$ cat config.mk
export PLATFORM = sky130hd
export DESIGN_NAME = http_closed_range_parser_core
export DESIGN_NICKNAME = d
export VERILOG_FILES = /design/src/rtl/core/hcrp_pkg.sv /design/src/rtl/core/http_closed_range_parser_core.sv /design/src/rtl/core/hcrp_accum.sv /design/src/rtl/core/hcrp_parse.sv
export SDC_FILE = /design/constraint.sdc
export NUM_CORES = 1
export LEC_CHECK = 0
export ABC_AREA = 0
export CORE_MARGIN = 2
export CORE_UTILIZATION = 40
export CTS_CLUSTER_DIAMETER = 30
export CTS_CLUSTER_SIZE = 30
export DETAILED_ROUTE_END_ITERATION = 12
export DONT_BUFFER_PORTS = 1
export SYNTH_ARGS = -nofsm -noshare
export SYNTH_HDL_FRONTEND = slang
export SYNTH_HIERARCHICAL = 1
export SYNTH_SLANG_ARGS = --single-unit
$ cat constraint.sdc
create_clock -name i_clk -period 9.6 [get_ports i_clk]
set_clock_uncertainty 0.15 [all_clocks]
set_input_delay 0.48 -clock i_clk [delete_from_list [all_inputs] [get_ports i_clk]]
set_output_delay 0.48 -clock i_clk [all_outputs]
set_load 0.005 [all_outputs]
$ cat src/rtl/core/hcrp_pkg.sv
`timescale 1ns / 1ps
// Shared types and constants for the HTTP closed byte-range parser.
// No dependencies; all other files reference it by scoped names.
package hcrp_pkg;

    localparam int unsigned DATA_W   = 64;
    localparam int unsigned ACC_EXT  = 4;   // headroom bits for acc * 10 + digit
    localparam int unsigned PREFIX_W = 3;

    localparam logic [PREFIX_W-1:0] PREFIX_BYTES = 3'd6;

    localparam logic [7:0] CH_DASH = 8'h2d;
    localparam logic [7:0] CH_ZERO = 8'h30;
    localparam logic [7:0] CH_NINE = 8'h39;

    localparam logic KIND_BYTE = 1'b0;
    localparam logic KIND_END  = 1'b1;

    localparam logic [1:0] ST_ABSENT  = 2'd0;
    localparam logic [1:0] ST_VALID   = 2'd1;
    localparam logic [1:0] ST_INVALID = 2'd2;

    typedef enum logic [2:0] {
        PH_PREFIX = 3'b001,
        PH_START  = 3'b010,
        PH_END    = 3'b100
    } t_phase;

    typedef struct packed {
        logic [1:0]        status;
        logic [DATA_W-1:0] range_start;
        logic [DATA_W-1:0] range_end;
    } t_verdict;

    // Expected byte at each position of the literal "bytes=".
    function automatic logic [7:0] prefix_char(input logic [PREFIX_W-1:0] idx);
        logic [7:0] ch;
        case (idx)
            3'd0:    ch = 8'h62;  // b
            3'd1:    ch = 8'h79;  // y
            3'd2:    ch = 8'h74;  // t
            3'd3:    ch = 8'h65;  // e
            3'd4:    ch = 8'h73;  // s
            3'd5:    ch = 8'h3d;  // =
            default: ch = 8'h00;
        endcase
        return ch;
    endfunction

endpackage

$ cat src/rtl/core/http_closed_range_parser_core.sv
`timescale 1ns / 1ps
// HTTP closed byte-range parser, top level: input register, parse stage, result register.
// An accepted end word's verdict is registered in the result register, which drives o_valid.
// Throughput: one word per cycle while o_stall is low; an end word stalls while
//   the result register is held; each accumulator update is a 68-bit multiply-by-ten add.
// Reset: synchronous, active low; clears the parse state and both valid flags.
// Depends on hcrp_pkg, hcrp_parse and hcrp_accum.
module http_closed_range_parser_core (
    input  logic                        i_clk,
    input  logic                        i_rst_n,
    // input channel
    input  logic                        i_valid,
    output logic                        o_stall,
    input  logic                        i_kind,
    input  logic [7:0]                  i_char_byte,
    input  logic [hcrp_pkg::DATA_W-1:0] i_file_size,
    // result channel
    output logic                        o_valid,
    input  logic                        i_stall,
    output logic [1:0]                  o_status,
    output logic [hcrp_pkg::DATA_W-1:0] o_range_start,
    output logic [hcrp_pkg::DATA_W-1:0] o_range_end
);

    // Input register: holds one word until the parse stage consumes it.
    logic                        r_in_valid;
    logic                        r_in_kind;
    logic [7:0]                  r_in_char;
    logic [hcrp_pkg::DATA_W-1:0] r_in_size;

    // Result register: parts the parse stage from the downstream stall.
    logic                        r_out_valid;
    logic [1:0]                  r_out_status;
    logic [hcrp_pkg::DATA_W-1:0] r_out_start;
    logic [hcrp_pkg::DATA_W-1:0] r_out_end;

    logic               out_free;
    logic               in_adv;
    hcrp_pkg::t_verdict verdict;

    // The result register can take a new word if empty or being drained this cycle.
    assign out_free = !r_out_valid || !i_stall;

    // Byte words never produce a result, so they advance regardless of the
    // result side; an end word waits for room in the result register.
    assign in_adv = r_in_valid && ((r_in_kind == hcrp_pkg::KIND_BYTE) || out_free);

    // Stall upstream only while a held word cannot advance.
    assign o_stall = r_in_valid && !in_adv;

    hcrp_parse u_parse (
        .i_clk       (i_clk),
        .i_rst_n     (i_rst_n),
        .i_fire      (in_adv),
        .i_kind      (r_in_kind),
        .i_char_byte (r_in_char),
        .i_file_size (r_in_size),
        .o_verdict   (verdict)
    );

    // Input register: load a new word whenever the slot is empty or advancing.
    always_ff @(posedge i_clk) begin
        if (!i_rst_n) begin
            r_in_valid <= 1'b0;
        end else if (!o_stall) begin
            r_in_valid <= i_valid;
        end
    end

    always_ff @(posedge i_clk) begin
        if (!o_stall && i_valid) begin
            r_in_kind <= i_kind;
            r_in_char <= i_char_byte;
            r_in_size <= i_file_size;
        end
    end

    // Result register: capture the verdict when an end word advances; hold
    // while downstream stalls.
    always_ff @(posedge i_clk) begin
        if (!i_rst_n) begin
            r_out_valid <= 1'b0;
        end else if (out_free) begin
            r_out_valid <= in_adv && (r_in_kind == hcrp_pkg::KIND_END);
        end
    end

    always_ff @(posedge i_clk) begin
        if (out_free && in_adv && (r_in_kind == hcrp_pkg::KIND_END)) begin
            r_out_status <= verdict.status;
            r_out_start  <= verdict.range_start;
            r_out_end    <= verdict.range_end;
        end
    end

    assign o_valid       = r_out_valid;
    assign o_status      = r_out_status;
    assign o_range_start = r_out_start;
    assign o_range_end   = r_out_end;

endmodule

$ cat src/rtl/core/hcrp_accum.sv
`timescale 1ns / 1ps
// Decimal accumulate step: acc * 10 + digit with exact 64-bit overflow flag.
// Depends on hcrp_pkg.
module hcrp_accum (
    input  logic [hcrp_pkg::DATA_W-1:0] i_acc,
    input  logic [3:0]                  i_digit,
    output logic [hcrp_pkg::DATA_W-1:0] o_acc,
    output logic                        o_ovf
);

    localparam int unsigned WIDE_W = hcrp_pkg::DATA_W + hcrp_pkg::ACC_EXT;

    logic [WIDE_W-1:0] wide_acc;
    logic [WIDE_W-1:0] wide_sum;

    // acc * 10 as (acc << 3) + (acc << 1)
    assign wide_acc = {{hcrp_pkg::ACC_EXT{1'b0}}, i_acc};
    assign wide_sum = (wide_acc << 3) + (wide_acc << 1)
                    + {{(WIDE_W-4){1'b0}}, i_digit};

    assign o_acc = wide_sum[hcrp_pkg::DATA_W-1:0];
    assign o_ovf = |wide_sum[WIDE_W-1:hcrp_pkg::DATA_W];

endmodule

$ cat src/rtl/core/hcrp_parse.sv
`timescale 1ns / 1ps
// Parse state of one header value and the verdict formed on the end word.
// Depends on hcrp_pkg and hcrp_accum.
module hcrp_parse (
    input  logic                        i_clk,
    input  logic                        i_rst_n,
    input  logic                        i_fire,
    input  logic                        i_kind,
    input  logic [7:0]                  i_char_byte,
    input  logic [hcrp_pkg::DATA_W-1:0] i_file_size,
    output hcrp_pkg::t_verdict          o_verdict
);

    hcrp_pkg::t_phase                r_phase,      n_phase;
    logic [hcrp_pkg::PREFIX_W-1:0]   r_prefix_pos, n_prefix_pos;
    logic                            r_bytes_seen, n_bytes_seen;
    logic [hcrp_pkg::DATA_W-1:0]     r_start_acc,  n_start_acc;
    logic [hcrp_pkg::DATA_W-1:0]     r_end_acc,    n_end_acc;
    logic                            r_start_dig,  n_start_dig;
    logic                            r_end_dig,    n_end_dig;
    logic                            r_failed,     n_failed;

    logic                            is_digit;
    logic [7:0]                      digit_byte;
    logic [3:0]                      digit;
    logic [hcrp_pkg::DATA_W-1:0]     start_step, end_step;
    logic                            start_ovf, end_ovf;

    assign is_digit   = (i_char_byte >= hcrp_pkg::CH_ZERO) && (i_char_byte <= hcrp_pkg::CH_NINE);
    assign digit_byte = i_char_byte - hcrp_pkg::CH_ZERO;
    assign digit      = digit_byte[3:0];

    hcrp_accum u_start_accum (
        .i_acc   (r_start_acc),
        .i_digit (digit),
        .o_acc   (start_step),
        .o_ovf   (start_ovf)
    );

    hcrp_accum u_end_accum (
        .i_acc   (r_end_acc),
        .i_digit (digit),
        .o_acc   (end_step),
        .o_ovf   (end_ovf)
    );

    // Verdict on the current state and the size carried by the end word.
    always_comb begin
        o_verdict.range_start = '0;
        o_verdict.range_end   = '0;
        if (!r_bytes_seen) begin
            o_verdict.status = hcrp_pkg::ST_ABSENT;
        end else if (r_failed || (r_phase != hcrp_pkg::PH_END) || !r_end_dig
                     || (i_file_size == '0) || (r_start_acc > r_end_acc)
                     || (r_end_acc >= i_file_size)) begin
            o_verdict.status = hcrp_pkg::ST_INVALID;
        end else begin
            o_verdict.status      = hcrp_pkg::ST_VALID;
            o_verdict.range_start = r_start_acc;
            o_verdict.range_end   = r_end_acc;
        end
    end

    always_comb begin
        n_phase      = r_phase;
        n_prefix_pos = r_prefix_pos;
        n_bytes_seen = r_bytes_seen;
        n_start_acc  = r_start_acc;
        n_end_acc    = r_end_acc;
        n_start_dig  = r_start_dig;
        n_end_dig    = r_end_dig;
        n_failed     = r_failed;
        if (i_fire) begin
            if (i_kind == hcrp_pkg::KIND_END) begin
                // Return to the empty state for the next header value.
                n_phase      = hcrp_pkg::PH_PREFIX;
                n_prefix_pos = '0;
                n_bytes_seen = 1'b0;
                n_start_acc  = '0;
                n_end_acc    = '0;
                n_start_dig  = 1'b0;
                n_end_dig    = 1'b0;
                n_failed     = 1'b0;
            end else begin
                n_bytes_seen = 1'b1;
                if (!r_failed) begin
                    case (r_phase)
                        hcrp_pkg::PH_PREFIX: begin
                            if ((r_prefix_pos >= hcrp_pkg::PREFIX_BYTES)
                                || (i_char_byte != hcrp_pkg::prefix_char(r_prefix_pos))) begin
                                n_failed = 1'b1;
                            end else begin
                                n_prefix_pos = r_prefix_pos + 3'd1;
                                if (n_prefix_pos == hcrp_pkg::PREFIX_BYTES) begin
                                    n_phase = hcrp_pkg::PH_START;
                                end
                            end
                        end
                        hcrp_pkg::PH_START: begin
                            if (is_digit) begin
                                n_start_dig = 1'b1;
                                if (start_ovf) begin
                                    n_failed = 1'b1;
                                end else begin
                                    n_start_acc = start_step;
                                end
                            end else if ((i_char_byte == hcrp_pkg::CH_DASH) && r_start_dig) begin
                                n_phase = hcrp_pkg::PH_END;
                            end else begin
                                n_failed = 1'b1;
                            end
                        end
                        hcrp_pkg::PH_END: begin
                            if (is_digit) begin
                                n_end_dig = 1'b1;
                                if (end_ovf) begin
                                    n_failed = 1'b1;
                                end else begin
                                    n_end_acc = end_step;
                                end
                            end else begin
                                n_failed = 1'b1;
                            end
                        end
                        default: begin
                            n_failed = 1'b1;
                        end
                    endcase
                end
            end
        end
    end

    always_ff @(posedge i_clk) begin
        if (!i_rst_n) begin
            r_phase      <= hcrp_pkg::PH_PREFIX;
            r_prefix_pos <= '0;
            r_bytes_seen <= 1'b0;
            r_start_acc  <= '0;
            r_end_acc    <= '0;
            r_start_dig  <= 1'b0;
            r_end_dig    <= 1'b0;
            r_failed     <= 1'b0;
        end else begin
            r_phase      <= n_phase;
            r_prefix_pos <= n_prefix_pos;
            r_bytes_seen <= n_bytes_seen;
            r_start_acc  <= n_start_acc;
            r_end_acc    <= n_end_acc;
            r_start_dig  <= n_start_dig;
            r_end_dig    <= n_end_dig;
            r_failed     <= n_failed;
        end
    end

endmodule
==> impl_summary.md <==
Cells and area
The final net count is 3281. The synthesis-to-finish area growth is 16.85%. In the final layout, the share of cells above drive strength 1 is 0.07044.

STA
The number of max-slew violations in the final report is 0. The peak clock frequency supported by timing is 0.1706 GHz. The final-report hold violation count is 0. Setup slack on the critical path of the routed design comes to 3.738 ns. The worst pin sits at a relative slew slack of 0.1449. After routing, the total negative slack on setup checks comes to 0 ns. Setup violations remaining at the end of the flow were counted as 0. The portion of the clock cycle consumed by the worst path in the final layout is 0.6106. Setup repair after global routing left no endpoint under its margin. The pin slew with the least headroom to its limit is 1.283 ns. The post-layout minimum cycle time is 5.862 ns.

Worst hold path
The worst hold path begins at i_valid. The type of the most critical hold path is in2reg.

CTS
The number of H-tree levels is 3. The clock tree from TritonCTS is done. Counting every sink on the clock net gives 343. The post-cts repair resize count is 0. The clock latency reported for the late side of the worst-skew pair is 0.64 ns. The worst-case clock buffer depth is 3. The tree is rooted in a sky130_fd_sc_hd__clkbuf_16. The post-cts hold buffer count is 76. The clock edge transition at the registers on the reported setup and hold paths is 0.05 ns. The post-CTS setup buffer count is 0. The TritonCTS buffer count is 82.

Floorplanning
The die boundary height is 257.2 um. The core footprint is 63200 um^2. The floorplan has 92 rows.

The initial utilization of the core area, before any placement, comes to 0.4057. The top-level I/O count is 209. Measured along the x axis, the die boundary spans 257.2 um. The die covers 66140 um^2.

Logic synthesis
Yosys mapped a number of flops with a built-in enable equal to 203. The predominant post-synthesis flop cell is sky130_fd_sc_hd__edfxtp_1. sky130_fd_sc_hd__ha_1 is the most common cell in the netlist. The commonest cells after synthesis are sky130_fd_sc_hd__ha_1 (388), sky130_fd_sc_hd__nand2_1 (237), sky130_fd_sc_hd__a21oi_1 (209), sky130_fd_sc_hd__edfxtp_1 (203), sky130_fd_sc_hd__inv_1 (184). The cell area after synthesis is 25640 um^2.

Dividing the synthesized area by the synthesized cell count gives 9.267 um^2. Ranked by total cell area, the synthesized netlist is headed by sky130_fd_sc_hd__edfxtp_1 (24%), sky130_fd_sc_hd__ha_1 (19%), sky130_fd_sc_hd__dfxtp_1 (11%). The share of flip-flops with an asynchronous set or reset after synthesis is 0. The cell type with the highest aggregate area in the netlist is sky130_fd_sc_hd__edfxtp_1. The distinct cell type count after synthesis is 97. The share of Yosys cell area claimed by the top area cell type is 0.2377. The number of warnings printed during yosys synthesis is 6. The count of mapped cells out of synthesis is 2767.

The total nets after synthesis is 3236. The sequential share of the synthesized area is 0.3470. The post-synthesis sequential element count is 343.

Critical path
The category of cells accounting for the largest share of critical-path delay is compound AO/OA/AOI/OAI gates. In this run the critical register-to-register path is launched from r_in_char[3]. The combined buffer and inverter count along the critical path is 3. The critical path goes through inv_1, fa_1, inv_1, ha_1, a21oi_1, nor2_1, o211ai_1, nand3_1, a22oi_1, o31ai_2, a311oi_1, o41ai_1, xnor2_1, o311ai_1, nor2_1, o21a_2, buf_4, nand3b_1, a21boi_0. The standard cell with the maximum stage delay on the critical path is sky130_fd_sc_hd__a311oi_1. The worst endpoint required time is 9.99 ns.

STA classifies the critical path endpoint as a flip-flop. Of all nets on the critical path, the largest fanout is 64. The timing startpoint of the critical path is r_in_char[3].

The setup path with the least slack is of type reg2reg. The startpoint kind of the worst setup timing path is a flip-flop. For this run, the slowest stage of the critical path takes 0.61 ns. The critical path data arrival time is 6.25 ns.

GRT
For this run, the total global-route usage over all layers was measured as 0.2346. The pin count of the biggest net entering global routing is 137. The initial antenna violation count is 3. The total congestion overflow is 0. The via count of the first global-routing pass is 21.37k. The first global-routing pass estimated 122.9 mm of wire.

Power and ir drop
The power density normalized to cell area is 155.4 nW/um^2. The cell leakage power is 13.54 nW. Power comes to 4.656 mW.

Across the VDD grid, the largest voltage drop is 135.4 uV.

Drt
The initial detailed-routing violation count is 1777. The met1 layer wirelength in the final routing is 36.54 mm. The average wire per standard cell is 21.15 um. The number of iterations in the first detailed-routing pass is 5. In this run the remaining antenna-violating nets after routing total 0.

The total number of vias is 21.52k. The highest metal layer carrying signal wires in the routed design is met5. In the detailed route, the total length drawn on met2 is 34.40 mm. Wire segments on met3 add up to 5.447 mm in the final route. The remaining routing DRC violations is 0.

The detailed-route wire length is 78.88 mm. After detailed routing, the number of vias per cell comes to 5.771.

Flow run
The max-cap check violation count is 0.

Placed design
During placement, the flow inserted port buffers numbering 0. At the end of routability-driven placement, the weighted congestion stood at 0.9290. Timing analysis after detailed placement gives a worst setup slack of 3.883 ns. The HPWL after detailed placement is 57.41 mm.

Run status
The flow ran to the end, and the final reports show no timing, DRC or antenna violations.
-- cell families (layout without fill, tap and decap cells) --
logic type,count (synthesis),in the layout,share of synthesized area
xor gates and xnor gates,125,125,0.04270
AOI/OAI and AO/OA,709,709,0.1841
other,0,1,0
muxes,6,6,0.002440
buffers and inverters,314,429,0.05129
and+or+nand+nor,878,878,0.1800
DFF,343,343,0.3470
adders and majority gates,392,392,0.1925
-- state kept, by name, indices dropped and copies added, names as in the netlist, 2 cells and up --
signal,count
o_range_end,64
o_range_start,64
r_in_size,64
u_parse/r_end_acc,64
u_parse/r_start_acc,64
r_in_char,8
u_parse/r_phase,3
u_parse/r_prefix_pos,3
o_status,2
-- routing by layer --
layer | vias to the layer above | GRT usage
met5 | - | 0
met4 | 4 | 0.08333
met3 | 141 | 0.04807
met2 | 746 | 0.3631
met1 | 10311 | 0.3236
li1 | 10319 | -
-- where the power goes --
| group | internal (mW) | switching, mW |
|---|---|---|
| Clock | 1.95 | 0.952 |
| Combinational | 0.0532 | 0.0749 |
| Sequential | 1.59 | 0.0343 |
-- placed cells by master (no fill, tap or decap), types with 8 or more instances in the layout --
cell / count
sky130_fd_sc_hd__a211oi_1: 16
sky130_fd_sc_hd__a21boi_0: 71
sky130_fd_sc_hd__a21o_1: 62
sky130_fd_sc_hd__a21oi_1: 208
sky130_fd_sc_hd__a221oi_1: 10
sky130_fd_sc_hd__a22oi_1: 66
sky130_fd_sc_hd__a31oi_1: 12
sky130_fd_sc_hd__and2_1: 12
sky130_fd_sc_hd__and3_1: 134
sky130_fd_sc_hd__buf_4: 14
sky130_fd_sc_hd__bufinv_16: 11
sky130_fd_sc_hd__clkbuf_1: 9
sky130_fd_sc_hd__clkbuf_16: 85
sky130_fd_sc_hd__clkinv_2: 14
sky130_fd_sc_hd__dfxtp_1: 139
sky130_fd_sc_hd__dlygate4sd3_1: 75
sky130_fd_sc_hd__edfxtp_1: 203
sky130_fd_sc_hd__ha_1: 388
sky130_fd_sc_hd__inv_1: 184
sky130_fd_sc_hd__inv_6: 10
sky130_fd_sc_hd__nand2_1: 237
sky130_fd_sc_hd__nand2b_1: 14
sky130_fd_sc_hd__nand3_1: 56
sky130_fd_sc_hd__nand3b_1: 66
sky130_fd_sc_hd__nand4_1: 51
sky130_fd_sc_hd__nor2_1: 126
sky130_fd_sc_hd__nor2b_1: 84
sky130_fd_sc_hd__nor3_1: 39
sky130_fd_sc_hd__nor4_1: 27
sky130_fd_sc_hd__o211ai_1: 22
sky130_fd_sc_hd__o21a_1: 18
sky130_fd_sc_hd__o21ai_0: 99
sky130_fd_sc_hd__o21ai_1: 9
sky130_fd_sc_hd__o21bai_1: 26
sky130_fd_sc_hd__o31ai_1: 8
sky130_fd_sc_hd__xnor2_1: 78
sky130_fd_sc_hd__xor2_1: 47
-- metrics by stage --
step	cells	hold slack, ns	util	area, um^2
after floorplan	2767	0.2801	-	25640
after global placement	3498	0.3210	0.4153	26250
after detailed placement	3498	0.3154	0.4153	26250
after CTS	3728	0.03062	0.4741	29960
after global routing	3728	0.03370	0.4741	29960
final	3729	0.04922	0.4741	29960
-- path summary, 6_finish.rpt --
path	end	slack (ns)	cells past startpoint
max	u_parse/r_start_acc[16]	3.74	19
min	r_in_char[4]	0.05	1
max reg2reg	u_parse/r_start_acc[16]	3.74	19
min reg2reg	u_parse/r_end_dig	0.33	2
-- cell type report --
cell class	count	area (um^2)
antenna	1	2.502
sequential	343	8902
timing repair buffer	90	883.3
tap	846	1059
multi-input combinational	2110	15490
fill	5884	33230
clock buffer	96	2188
inverter	185	694.4
clock inverter	58	744.5
(Power assumes the default switching activity.)
